$ cat src/rtl/rsd_pkg.sv
// Shared constants and types of the running standard deviation block.
`default_nettype none

package rsd_pkg;

   // Default sizes of a sample and of the sample counter
   localparam int DEF_SAMPLE_WIDTH = 16;
   localparam int DEF_COUNT_WIDTH  = 16;

   // Result field width and its saturation value
   localparam int OUT_W   = 16;
   localparam int OUT_MAX = (2 ** OUT_W) - 1;

   // Entries in the queue between accumulation and evaluation
   localparam int QUEUE_DEPTH = 2;

   // Flags of one request transaction, accept in the lowest bit
   typedef struct packed {
      logic report;
      logic restart;
      logic accept;
   } rsd_flags_type;

   // One result, sample_count in the lowest bits
   typedef struct packed {
      logic             saturated;
      logic             missing;
      logic [OUT_W-1:0] std_dev;
      logic [OUT_W-1:0] sample_count;
   } rsd_result_type;

endpackage

`default_nettype wire

$ cat src/rtl/rsd_front.sv
// Front end: takes samples, keeps count, sum and sum of squares, queues report snapshots.
`default_nettype none

module rsd_front #(
   parameter int SAMPLE_WIDTH = rsd_pkg::DEF_SAMPLE_WIDTH,
   parameter int COUNT_WIDTH  = rsd_pkg::DEF_COUNT_WIDTH,
   parameter int SNAP_W       = COUNT_WIDTH + (SAMPLE_WIDTH + COUNT_WIDTH)
                                + (2 * SAMPLE_WIDTH - 1 + COUNT_WIDTH) + 1
) (
   input  wire logic                      clock,
   input  wire logic                      reset,
   input  wire logic                      req_valid,
   output logic                           req_ready,
   input  wire logic [SAMPLE_WIDTH-1:0]   req_sample,
   input  wire rsd_pkg::rsd_flags_type    req_flags,
   output logic                           snap_valid,
   input  wire logic                      snap_ready,
   output logic [SNAP_W-1:0]              snap_data
);
   import rsd_pkg::*;

   localparam int SW    = SAMPLE_WIDTH;
   localparam int CW    = COUNT_WIDTH;
   localparam int SUM_W = SW + CW;
   localparam int SSQ_W = 2 * SW - 1 + CW;

   logic [CW-1:0]    count_ff, count_in;
   logic [SUM_W-1:0] sum_ff, sum_in;
   logic [SSQ_W-1:0] ssq_ff, ssq_in;
   logic             ovf_ff, ovf_in;

   logic             take;
   logic [CW-1:0]    base_count;
   logic [SUM_W-1:0] base_sum;
   logic [SSQ_W-1:0] base_ssq;
   logic             base_ovf;
   logic             count_full;
   logic             add_sample;
   logic [SUM_W-1:0] sample_ext;
   logic [SW-1:0]    sample_mag;
   logic [2*SW-1:0]  sample_sq;

   // Stall only when the snapshot queue has no room
   assign req_ready = snap_ready;
   assign take      = req_valid && req_ready;

   // Restart clears the totals before this sample counts
   assign base_count = req_flags.restart ? '0 : count_ff;
   assign base_sum   = req_flags.restart ? '0 : sum_ff;
   assign base_ssq   = req_flags.restart ? '0 : ssq_ff;
   assign base_ovf   = req_flags.restart ? 1'b0 : ovf_ff;

   assign count_full = &base_count;
   assign add_sample = req_flags.accept && !count_full;

   // Sign-extend the sample and square its magnitude
   assign sample_ext = {{CW{req_sample[SW-1]}}, req_sample};
   assign sample_mag = req_sample[SW-1] ? (~req_sample + 1'b1) : req_sample;
   assign sample_sq  = sample_mag * sample_mag;

   // Next totals after this transaction
   always_comb begin
      count_in = base_count;
      sum_in   = base_sum;
      ssq_in   = base_ssq;
      ovf_in   = base_ovf | (req_flags.accept && count_full);
      if (add_sample) begin
         count_in = base_count + 1'b1;
         sum_in   = base_sum + sample_ext;
         ssq_in   = base_ssq + SSQ_W'(sample_sq);
      end
   end

   // Hold totals, advance on each accepted transaction
   always_ff @(posedge clock) begin
      if (reset) begin
         count_ff <= '0;
         sum_ff   <= '0;
         ssq_ff   <= '0;
         ovf_ff   <= 1'b0;
      end else if (take) begin
         count_ff <= count_in;
         sum_ff   <= sum_in;
         ssq_ff   <= ssq_in;
         ovf_ff   <= ovf_in;
      end
   end

   // Queue a snapshot of the updated totals on report
   assign snap_valid = take && req_flags.report;
   assign snap_data  = {ovf_in, ssq_in, sum_in, count_in};

endmodule

`default_nettype wire

$ cat src/rtl/rsd_queue.sv
// Short queue of report snapshots between the front and back ends.
`default_nettype none

module rsd_queue #(
   parameter int DATA_W = 8
) (
   input  wire logic              clock,
   input  wire logic              reset,
   input  wire logic              in_valid,
   output logic                   in_ready,
   input  wire logic [DATA_W-1:0] in_data,
   output logic                   out_valid,
   input  wire logic              out_ready,
   output logic [DATA_W-1:0]      out_data
);
   import rsd_pkg::*;

   localparam int PTR_W = (QUEUE_DEPTH > 1) ? $clog2(QUEUE_DEPTH) : 1;
   localparam int CNT_W = $clog2(QUEUE_DEPTH + 1);

   logic [DATA_W-1:0] mem [QUEUE_DEPTH];
   logic [PTR_W-1:0]  wr_ptr_ff, wr_ptr_in;
   logic [PTR_W-1:0]  rd_ptr_ff, rd_ptr_in;
   logic [CNT_W-1:0]  fill_ff, fill_in;
   logic              push, pop;

   assign in_ready  = fill_ff != CNT_W'(QUEUE_DEPTH);
   assign out_valid = fill_ff != '0;
   assign out_data  = mem[rd_ptr_ff];
   assign push      = in_valid && in_ready;
   assign pop       = out_valid && out_ready;

   // Advance pointers with wrap at the queue depth
   always_comb begin
      wr_ptr_in = wr_ptr_ff;
      rd_ptr_in = rd_ptr_ff;
      fill_in   = fill_ff;
      if (push) begin
         wr_ptr_in = (wr_ptr_ff == PTR_W'(QUEUE_DEPTH - 1)) ? '0 : wr_ptr_ff + 1'b1;
      end
      if (pop) begin
         rd_ptr_in = (rd_ptr_ff == PTR_W'(QUEUE_DEPTH - 1)) ? '0 : rd_ptr_ff + 1'b1;
      end
      if (push && !pop) begin
         fill_in = fill_ff + 1'b1;
      end else if (pop && !push) begin
         fill_in = fill_ff - 1'b1;
      end
   end

   always_ff @(posedge clock) begin
      if (reset) begin
         wr_ptr_ff <= '0;
         rd_ptr_ff <= '0;
         fill_ff   <= '0;
      end else begin
         wr_ptr_ff <= wr_ptr_in;
         rd_ptr_ff <= rd_ptr_in;
         fill_ff   <= fill_in;
      end
   end

   // Store the entry
   always_ff @(posedge clock) begin
      if (push) begin
         mem[wr_ptr_ff] <= in_data;
      end
   end

endmodule

`default_nettype wire

$ cat src/rtl/rsd_back.sv
// Back end: sequential multiply, divide and square root of one snapshot per report.
`default_nettype none

module rsd_back #(
   parameter int SAMPLE_WIDTH = rsd_pkg::DEF_SAMPLE_WIDTH,
   parameter int COUNT_WIDTH  = rsd_pkg::DEF_COUNT_WIDTH,
   parameter int SNAP_W       = COUNT_WIDTH + (SAMPLE_WIDTH + COUNT_WIDTH)
                                + (2 * SAMPLE_WIDTH - 1 + COUNT_WIDTH) + 1
) (
   input  wire logic                   clock,
   input  wire logic                   reset,
   input  wire logic                   snap_valid,
   output logic                        snap_ready,
   input  wire logic [SNAP_W-1:0]      snap_data,
   output logic                        result_valid,
   input  wire logic                   result_ready,
   output rsd_pkg::rsd_result_type     result
);
   import rsd_pkg::*;

   localparam int SW     = SAMPLE_WIDTH;
   localparam int CW     = COUNT_WIDTH;
   localparam int SUM_W  = SW + CW;
   localparam int SSQ_W  = 2 * SW - 1 + CW;
   localparam int W      = 2 * SUM_W;
   localparam int DW     = 2 * CW;
   localparam int QW     = 2 * SW;
   localparam int STEP_W = $clog2(W + 1);

   typedef enum logic [2:0] {
      S_IDLE,
      S_MUL_A,
      S_MUL_B,
      S_DIVIDE,
      S_ROOT,
      S_DONE
   } state_type;

   state_type         state_ff;
   logic [CW-1:0]     n_ff;
   logic              ovf_ff;
   logic              miss_ff;
   logic [SUM_W-1:0]  smag_ff;
   logic [DW-1:0]     den_ff;
   logic [W-1:0]      acc_ff;
   logic [W-1:0]      prod_ff;
   logic [W-1:0]      mcand_ff;
   logic [SUM_W-1:0]  mplier_ff;
   logic [DW:0]       rem_ff;
   logic [QW-1:0]     rn_ff;
   logic [QW-1:0]     res_ff;
   logic [QW-1:0]     bit_ff;
   logic [STEP_W-1:0] step_ff;
   rsd_result_type    out_ff;
   logic              out_valid_ff;

   // Snapshot fields
   logic [CW-1:0]     snap_count;
   logic [CW-1:0]     snap_count_dec;
   logic [SUM_W-1:0]  snap_sum;
   logic [SSQ_W-1:0]  snap_ssq;
   logic              snap_ovf;
   logic [SUM_W-1:0]  snap_smag;
   logic [DW-1:0]     den_mul;

   // Datapath next values
   logic [W-1:0]      mul_next;
   logic [W-1:0]      diff;
   logic [DW:0]       rem_shift;
   logic              rem_ge;
   logic [W-1:0]      div_next;
   logic [QW-1:0]     root_trial;
   logic              root_ge;
   logic [31:0]       n_wide;
   logic [63:0]       res_wide;
   logic [OUT_W-1:0]  count_sat;
   logic [OUT_W-1:0]  sd_sat;

   assign snap_count     = snap_data[CW-1:0];
   assign snap_count_dec = snap_count - 1'b1;
   assign snap_sum       = snap_data[CW +: SUM_W];
   assign snap_ssq       = snap_data[CW+SUM_W +: SSQ_W];
   assign snap_ovf       = snap_data[SNAP_W-1];
   assign snap_smag      = snap_sum[SUM_W-1] ? (~snap_sum + 1'b1) : snap_sum;
   assign den_mul        = snap_count * snap_count_dec;

   // Shift-add multiply: one multiplier bit per cycle, MSB first
   assign mul_next = {acc_ff[W-2:0], 1'b0} + (mplier_ff[SUM_W-1] ? mcand_ff : '0);
   // Spread N*SS - S*S, clamped at zero
   assign diff     = (prod_ff >= mul_next) ? (prod_ff - mul_next) : '0;

   // Restoring divide: one quotient bit per cycle into the low end of acc
   assign rem_shift = {rem_ff[DW-1:0], acc_ff[W-1]};
   assign rem_ge    = rem_shift >= {1'b0, den_ff};
   assign div_next  = {acc_ff[W-2:0], rem_ge};

   // Digit-by-digit square root: one result bit per cycle
   assign root_trial = res_ff + bit_ff;
   assign root_ge    = rn_ff >= root_trial;

   // Saturate wide values to the result fields
   assign n_wide    = 32'(n_ff);
   assign res_wide  = 64'(res_ff);
   assign count_sat = (n_wide > 32'(OUT_MAX)) ? OUT_W'(OUT_MAX) : OUT_W'(n_ff);
   assign sd_sat    = (res_wide > 64'(OUT_MAX)) ? OUT_W'(OUT_MAX) : OUT_W'(res_ff);

   assign snap_ready   = state_ff == S_IDLE;
   assign result_valid = out_valid_ff;
   assign result       = out_ff;

   // Sequence the evaluation and hold the result register
   always_ff @(posedge clock) begin
      if (reset) begin
         state_ff     <= S_IDLE;
         out_valid_ff <= 1'b0;
      end else begin
         // Drop a taken response unless the done state loads the next one
         if (result_ready && state_ff != S_DONE) begin
            out_valid_ff <= 1'b0;
         end
         case (state_ff)
            S_IDLE: begin
               if (snap_valid) begin
                  n_ff      <= snap_count;
                  ovf_ff    <= snap_ovf;
                  smag_ff   <= snap_smag;
                  den_ff    <= den_mul;
                  miss_ff   <= snap_count < CW'(2);
                  mcand_ff  <= W'(snap_ssq);
                  mplier_ff <= SUM_W'(snap_count);
                  acc_ff    <= '0;
                  res_ff    <= '0;
                  step_ff   <= '0;
                  state_ff  <= (snap_count < CW'(2)) ? S_DONE : S_MUL_A;
               end
            end
            S_MUL_A: begin
               acc_ff    <= mul_next;
               mplier_ff <= {mplier_ff[SUM_W-2:0], 1'b0};
               step_ff   <= step_ff + 1'b1;
               if (step_ff == STEP_W'(SUM_W - 1)) begin
                  prod_ff   <= mul_next;
                  mcand_ff  <= W'(smag_ff);
                  mplier_ff <= smag_ff;
                  acc_ff    <= '0;
                  step_ff   <= '0;
                  state_ff  <= S_MUL_B;
               end
            end
            S_MUL_B: begin
               acc_ff    <= mul_next;
               mplier_ff <= {mplier_ff[SUM_W-2:0], 1'b0};
               step_ff   <= step_ff + 1'b1;
               if (step_ff == STEP_W'(SUM_W - 1)) begin
                  acc_ff   <= diff;
                  rem_ff   <= '0;
                  step_ff  <= '0;
                  state_ff <= S_DIVIDE;
               end
            end
            S_DIVIDE: begin
               acc_ff  <= div_next;
               rem_ff  <= rem_ge ? (rem_shift - {1'b0, den_ff}) : rem_shift;
               step_ff <= step_ff + 1'b1;
               if (step_ff == STEP_W'(W - 1)) begin
                  rn_ff    <= div_next[QW-1:0];
                  res_ff   <= '0;
                  bit_ff   <= QW'(1) << (QW - 2);
                  step_ff  <= '0;
                  state_ff <= S_ROOT;
               end
            end
            S_ROOT: begin
               if (root_ge) begin
                  rn_ff  <= rn_ff - root_trial;
                  res_ff <= (res_ff >> 1) + bit_ff;
               end else begin
                  res_ff <= res_ff >> 1;
               end
               bit_ff  <= bit_ff >> 2;
               step_ff <= step_ff + 1'b1;
               if (step_ff == STEP_W'(SW - 1)) begin
                  state_ff <= S_DONE;
               end
            end
            S_DONE: begin
               if (!out_valid_ff || result_ready) begin
                  out_ff.sample_count <= count_sat;
                  out_ff.std_dev      <= sd_sat;
                  out_ff.missing      <= miss_ff;
                  out_ff.saturated    <= ovf_ff;
                  out_valid_ff        <= 1'b1;
                  state_ff            <= S_IDLE;
               end
            end
            default: begin
               state_ff <= S_IDLE;
            end
         endcase
      end
   end

endmodule

`default_nettype wire

$ cat src/rtl/running_sample_std_dev.sv
// Top level of the running sample standard deviation block.
`default_nettype none

// Running sample standard deviation. Every request transaction carries a
// signed sample and three flags; restart clears the totals first, accept adds
// the sample (dropped, with the saturated flag set, once the count is full),
// and report asks for one response after the update. Samples are taken one per
// cycle; the front end stalls only when two reports are already queued and
// not yet evaluated. Each report is evaluated in the back end by one shared
// shift-add multiplier, a restoring divider and a digit-by-digit square root,
// or goes straight to the result when fewer than two samples are counted. The
// response reports the count, floor(sqrt((N*SS - S*S) / (N*(N-1)))) and the
// missing and saturated flags, both fields saturating at 65535.
module running_sample_std_dev #(
   parameter int SAMPLE_WIDTH = rsd_pkg::DEF_SAMPLE_WIDTH,
   parameter int COUNT_WIDTH  = rsd_pkg::DEF_COUNT_WIDTH
) (
   input  wire logic                                  clock,
   input  wire logic                                  reset,
   input  wire logic                                  req_tvalid,
   output logic                                       req_tready,
   // op_sample in the low SAMPLE_WIDTH bits
   input  wire logic [((SAMPLE_WIDTH+7)/8)*8-1:0]     req_tdata,
   // bit 0 accept, bit 1 restart, bit 2 report
   input  wire logic [2:0]                            req_tuser,
   output logic                                       rsp_tvalid,
   input  wire logic                                  rsp_tready,
   // bits 15:0 sample_count, bits 31:16 std_dev
   output logic [2*rsd_pkg::OUT_W-1:0]                rsp_tdata,
   // bit 0 missing, bit 1 saturated
   output logic [1:0]                                 rsp_tuser
);
   import rsd_pkg::*;

   localparam int SNAP_W = COUNT_WIDTH + (SAMPLE_WIDTH + COUNT_WIDTH)
                           + (2 * SAMPLE_WIDTH - 1 + COUNT_WIDTH) + 1;

   rsd_flags_type     req_flags;
   logic              push_valid, push_ready;
   logic [SNAP_W-1:0] push_data;
   logic              pop_valid, pop_ready;
   logic [SNAP_W-1:0] pop_data;
   rsd_result_type    result;

   assign req_flags = req_tuser;

   // Accumulate samples
   rsd_front #(
      .SAMPLE_WIDTH (SAMPLE_WIDTH),
      .COUNT_WIDTH  (COUNT_WIDTH),
      .SNAP_W       (SNAP_W)
   ) u_front (
      .clock      (clock),
      .reset      (reset),
      .req_valid  (req_tvalid),
      .req_ready  (req_tready),
      .req_sample (req_tdata[SAMPLE_WIDTH-1:0]),
      .req_flags  (req_flags),
      .snap_valid (push_valid),
      .snap_ready (push_ready),
      .snap_data  (push_data)
   );

   // Queue report snapshots
   rsd_queue #(
      .DATA_W (SNAP_W)
   ) u_queue (
      .clock     (clock),
      .reset     (reset),
      .in_valid  (push_valid),
      .in_ready  (push_ready),
      .in_data   (push_data),
      .out_valid (pop_valid),
      .out_ready (pop_ready),
      .out_data  (pop_data)
   );

   // Evaluate reports
   rsd_back #(
      .SAMPLE_WIDTH (SAMPLE_WIDTH),
      .COUNT_WIDTH  (COUNT_WIDTH),
      .SNAP_W       (SNAP_W)
   ) u_back (
      .clock        (clock),
      .reset        (reset),
      .snap_valid   (pop_valid),
      .snap_ready   (pop_ready),
      .snap_data    (pop_data),
      .result_valid (rsp_tvalid),
      .result_ready (rsp_tready),
      .result       (result)
   );

   assign rsp_tdata = {result.std_dev, result.sample_count};
   assign rsp_tuser = {result.saturated, result.missing};

endmodule

`default_nettype wire

$ cat config.mk
export PLATFORM = sky130hd
export DESIGN_NAME = running_sample_std_dev
export DESIGN_NICKNAME = d
export VERILOG_FILES = /design/src/rtl/rsd_pkg.sv /design/src/rtl/rsd_front.sv /design/src/rtl/rsd_queue.sv /design/src/rtl/rsd_back.sv /design/src/rtl/running_sample_std_dev.sv
export SDC_FILE = /design/constraint.sdc
export NUM_CORES = 2
export LEC_CHECK = 0
export BUFFER_PORTS_ARGS = -buffer_cell sky130_fd_sc_hd__buf_2
export CAP_MARGIN = 40
export CELL_PAD_IN_SITES_DETAIL_PLACEMENT = 1
export CELL_PAD_IN_SITES_GLOBAL_PLACEMENT = 1
export CORE_ASPECT_RATIO = 0.5
export CORE_MARGIN = 3
export CORE_UTILIZATION = 33
export CTS_CLUSTER_DIAMETER = 40
export DETAILED_ROUTE_END_ITERATION = 10
export PLACE_DENSITY = 0.59
export SETUP_SLACK_MARGIN = 0.3
export SLEW_MARGIN = 5
export SYNTH_ARGS = -nofsm -noshare
export SYNTH_HDL_FRONTEND = slang
export SYNTH_SLANG_ARGS = --single-unit
$ cat constraint.sdc
create_clock -name clock -period 8.5 [get_ports clock]
set_input_delay 0.425 -clock clock [delete_from_list [all_inputs] [get_ports clock]]
set_output_delay 0.425 -clock clock [all_outputs]
set_load 0.05 [all_outputs]
# Yosys cells after proc, flatten, opt, wreduce, memory -nomap -nowiden
# Memories as Yosys holds them, arrays and structs flattened. A register that Yosys moved wholly into a read port is not among the register bits.
# Cells that the tools add are included.
# totals
wordCells	169
input_bits	23
n_memories	1
ram_bits	192
ff_bits	579
output_inout_bits	36
# mem_list
name	words	word_bits	rd	rd_ports_with_merged_regs	wr	line	source
u_queue.mem	2	96	1	1	1	rsd_queue.sv:21	logic [DATA_W-1:0] mem [QUEUE_DEPTH];
# op_classes
muxes	56
bitwise	4
order_cmp	6
n_reduce_logical	38
multipliers	2
add_sub_neg	17
eq_ne	17
# ops
cell	n
$mux W64	7
$mux W32	12
$pmux W64 S4	1
$pmux W32 S2	3
$pmux W32 S3	2
$pmux W64 S2	1
$mux W47	2
$add A32 B32 Y32	2
$add A64 B64 Y64	1
$ge A64 B64 Y1	1
$mul A16 B16 Y32	2
$sub A32 B32 Y32	2
$sub A64 B64 Y64	1
$mux W16	3
$add A47 B32 Y47	1
$ge A33 B32 Y1	1
$add A16 B1 Y16 const B	2
$add A31 B32 Y32	1
$add A32 B1 Y32 const B	1
$ge A32 B32 Y1	1
$gt A32 B16 Y1 const B	1
$not A32 Y32	1
$mux W31	1
$pmux W7 S4	1
other kinds (36)	89

# Depth between registers and ports, before layout
# logic_depth
ltp_word	8
depth_mapped	37
depth_no_buf	32

# By module
# Synthesis repeated with hierarchy kept, for this count alone.
# unflattened
hier_cells	6397
hier_area_um2	62454.9
# by_module_without_submodules
module	n_inst	area_per_inst_um2	cells_each
rsd_back	1	39202.6	4026
rsd_front	1	15901.5	2048
rsd_queue	1	7350.8	323

# Worst setup path after synthesis
# No wires, ideal clock.
# synth_path
path_kind	register to register
start	register with a tool-made name
end	register u_back.den_ff[28] (data pin)
path_stages_with_launch	36
n_path_buf	7
synth_period_minus_slack_ps	8699
t_arrival_ps	8431
slack_ps	-199
required_time_ps	8232
setup_time_ps	268
path_cell_list	dfxtp_1 buf_2 buf_2 buf_2 buf_2 buf_2 mux2i_1 clkbuf_1 ha_1 inv_1 nor2_1 nand2_1 ha_1 clkbuf_1 or2_2 fa_1 inv_1 fa_1 inv_1 fa_1 inv_1 fa_1 fa_1 inv_1 fa_1 inv_1 ha_1 and3_1 nor2_1 nand2_1 o21ai_0 o31ai_1 nor3b_1 nand3_1 a211oi_1 xor2_1
# synth_rtl
item	line	source
end signal, assigned	rsd_back.sv:127	den_ff <= den_mul;
end, declared	rsd_back.sv:44	logic [DW-1:0] den_ff;

==> results by group <==
Clock network
  – Root Driver: clkbuf_16
  – Worst-Skew Late Latency: 0.75 ns
  – CTS buffer count: 107
  – # clock sinks: ~740
  – H-tree levels: 3
  – Max Buffers Root-to-Sink: 3
  – CTS tree: built
  – Worst-path clk slew: 0.06 ns

Logic synthesis
  – Register area share after synthesis: 34.5%
  – Share of synthesized registers carrying an async set or reset: 0%
  – Synth Warn #: 0
  – Post-synth top area share: between 30 and 40%
  – Number of library cell types mapped by synthesis: 100
  – Mapped cell area: around 61000 sq um
  – Post-synth EDFFs: approximately 630
  – Dominant synthesized flop cell: edfxtp_1
  – Syn Inst Count: ~6400
  – Ranking of synthesized cells by area: edfxtp_1 31%, fa_1 13%, ha_1 9.7%, inv_1 4.6%, nand2_1 3.9%
  – Avg Cell Area, Syn: between 9 and 10 sq um
  – Synth Register Bits: 737
  – Leading area contributor after synthesis: edfxtp_1

Placement
  – Buffers on Ports: a little under 60
  – DP HPWL: 144000 um
  – Final Wtd Congestion: 0.870
  – Pre-CTS setup slack: -0.359 ns

STA
  – Slack of the critical path: roughly 0.6 ns
  – Endpoints failing hold: 0
  – Unrepaired setup endpoints after global routing: true
  – Fin. max-slew vios: 0
  – Min cycle time layout: around 7.9 ns
  – Post-route setup TNS: 0 ns
  – Fmax: 126 MHz
  – Final setup viols: 0
  – Final Cycle Share: between 90% and 100%
  – Least-Margin Pin Slew: ~0.9 ns
  – Setup Skew: between 0.05 and 0.06 ns
  – Relative slew margins: between 40% and 50%

Floorplan
  – # rows: 110
  – Die width: 614 um
  – Initial Util: roughly a third
  – Core area: approximately 180000 sq um
  – Vertical die dimension: roughly 310 um
  – Die Area: between 150000 and 200000 sq um
  – Total I/O pin count: 59

Setup path
  – Critical path's largest stage delay: between 0.5 and 0.6 ns
  – Slowest-stage cell, CP: fa_1
  – Arrival time worst endpoint: 8.40 ns
  – R2r setup slk: a little under 0.6 ns
  – End of the critical path: u_back.den_ff[27]
  – Worst-path fanout max: 17
  – Reg2Reg Depth: 34
  – R2R Path End: u_back.den_ff[27]
  – Data required, critical path: roughly 9 ns
  – Critical path type: flip-flop to flip-flop
  – Critical path endpoint category: flip-flop
  – Setup crit start kind: flip-flop

Cells and area
  – Commonest cells after routing, fill and taps aside: 740 x inv_1, 633 x nand2_1, 632 x edfxtp_1, 502 x nor2_1, 463 x ha_1
  – Most common cell after layout, fill and taps aside: inv_1
  – Nets: approximately 7400
  – Area Overhead vs Synth: 13.6%
  – # diodes: 0
  – Fin util: between 30% and 40%
  – Layout cell share with drive strength beyond 1: a little over a tenth

Detailed routing
  – Vias per inst: 5.16
  – DRC: 0
  – Highest Signal Layer: met4
  – WL met3: between 7000 and 8000 um
  – First-pass iteration count of the detailed router: 8
  – Met2 WL: roughly 79000 um
  – Average wire per standard cell: 20.4 um
  – Post-DRT Antenna Nets: 0
  – DR iter-0 viols: 2884
  – Via count: 46826
  – Metal-1 WL: roughly 96000 um
  – Total wire length: approximately 190000 um

Min path
  – Hold crit path type: input pin to flip-flop
  – WHS Path Cells: 2

Global routing
  – Antenna violations before repair: 4
  – Largest net degree at the start of global routing: between 100 and 150
  – Number of global-route vias before repair: around 50000
  – Total gr overflow: 0
  – Global-route wire length before repair: slightly below 300000 um
  – Total GRT Usage: a little under a fifth

Run
  – Max cap viols: 0

Outcome
  – Status: finished clean
-- per-layer routing --
metal	GRT usage, %	vias to the layer above
li1	-	22174
met1	29.1	23697
met2	29.1	774
met3	2.27	181
met4	3.65	0
met5	0	-
-- Yosys cell counts (all sizes together), types with 60 or more instances --
master / instances
dfxtp: 105
and3: 60
ha: 471
a31oi: 78
and2: 75
or2: 152
fa: 393
xor2: 169
o21ai: 330
nand2b: 63
inv: 746
nand2: 637
edfxtp: 632
nor3: 82
a21oi: 378
a21o: 140
clkbuf: 203
xnor2: 232
nor2b: 124
mux2i: 104
nand3: 85
nor2: 512
-- repair_timing --
item | CTS | global route
endpoints found under the setup margin | 7 | 47
buffers inserted | 5 | 13
hold buffers | 1 | 0
pin swaps | 2 | 15
resized for setup | 9 | 44
endpoints found under the hold margin | 1 | 0
gates cloned | 0 | 1
-- state kept, by name, summed over array words and instances (netlist names), 7 cells and up, named ones only --
name and cells:
u_back.mcand_ff 47, u_back.n_ff 15, u_front.count_ff 16, u_back.rem_ff 32
u_queue.mem 192, u_back.bit_ff 16, u_back.den_ff 31, u_back.acc_ff 64
u_back.res_ff 32, u_back.smag_ff 32, u_back.mplier_ff 32, u_front.ssq_ff 47
u_back.prod_ff 64, u_back.rn_ff 32, u_back.step_ff 7, u_back.result 34
u_front.sum_ff 32
-- cell families after synthesis --
| logic type | after synthesis | share of synthesized area, % |
|---|---|---|
| AOI/OAI and AO/OA | 1331 | 14.0 |
| xor gates and xnor gates | 401 | 5.76 |
| adders and majority gates | 864 | 22.5 |
| buffers and inverters | 1005 | 6.27 |
| DFF | 737 | 34.5 |
| muxes | 115 | 1.91 |
| other | 2 | 0.0123 |
| and+or+nand+nor | 1939 | 15.0 |
-- layout make-up --
cell class / instances / area (sq um)
Clock inverter: 85 / 1030
Tap cell: 2464 / 3080
Clock buffer: 117 / 2750
Timing Repair Buffer: 251 / 2030
Sequential cell: 737 / 21100
Multi-Input combinational cell: 4661 / 36600
Fill cell: 20587 / 112000
Inverter: 752 / 2820
-- critical path, delay by kind of cell (launching register included) --
kind	cells	cell delay, ns
AOI/OAI and AO/OA	7	1.16
buffers and inverters	12	1.37
xor gates and xnor gates	1	0.07
DFF	1	0.41
muxes	1	0.18
adders and majority gates	8	3.56
and+or+nand+nor	5	0.88
-- through the flow --
stage          cells  area (sq um)  hold WS, ns
3_5_place_dp    8845         65200        0.405
5_1_grt         9067         69400       0.0534
3_3_place_gp    8830         64900        0.401
6_report        9067         69400        0.101
4_1_cts         9053         69000       0.0244
2_1_floorplan   6403         61100        0.400
-- worst min-delay path by stage --
stage / startpoint / end
5_1_grt: reset / u_queue.rd_ptr_ff
3_3_place_gp: u_back.n_ff[0] / u_back.result[0]
2_1_floorplan: u_back.n_ff[0] / u_back.result[0]
3_5_place_dp: u_back.n_ff[12] / u_back.result[12]
4_1_cts: reset / u_queue.rd_ptr_ff
6_report: reset / u_queue.rd_ptr_ff
Power is left out: the tool's default activity adds up to more than one toggle a clock period on the data nets, which glitch-free logic cannot reach.
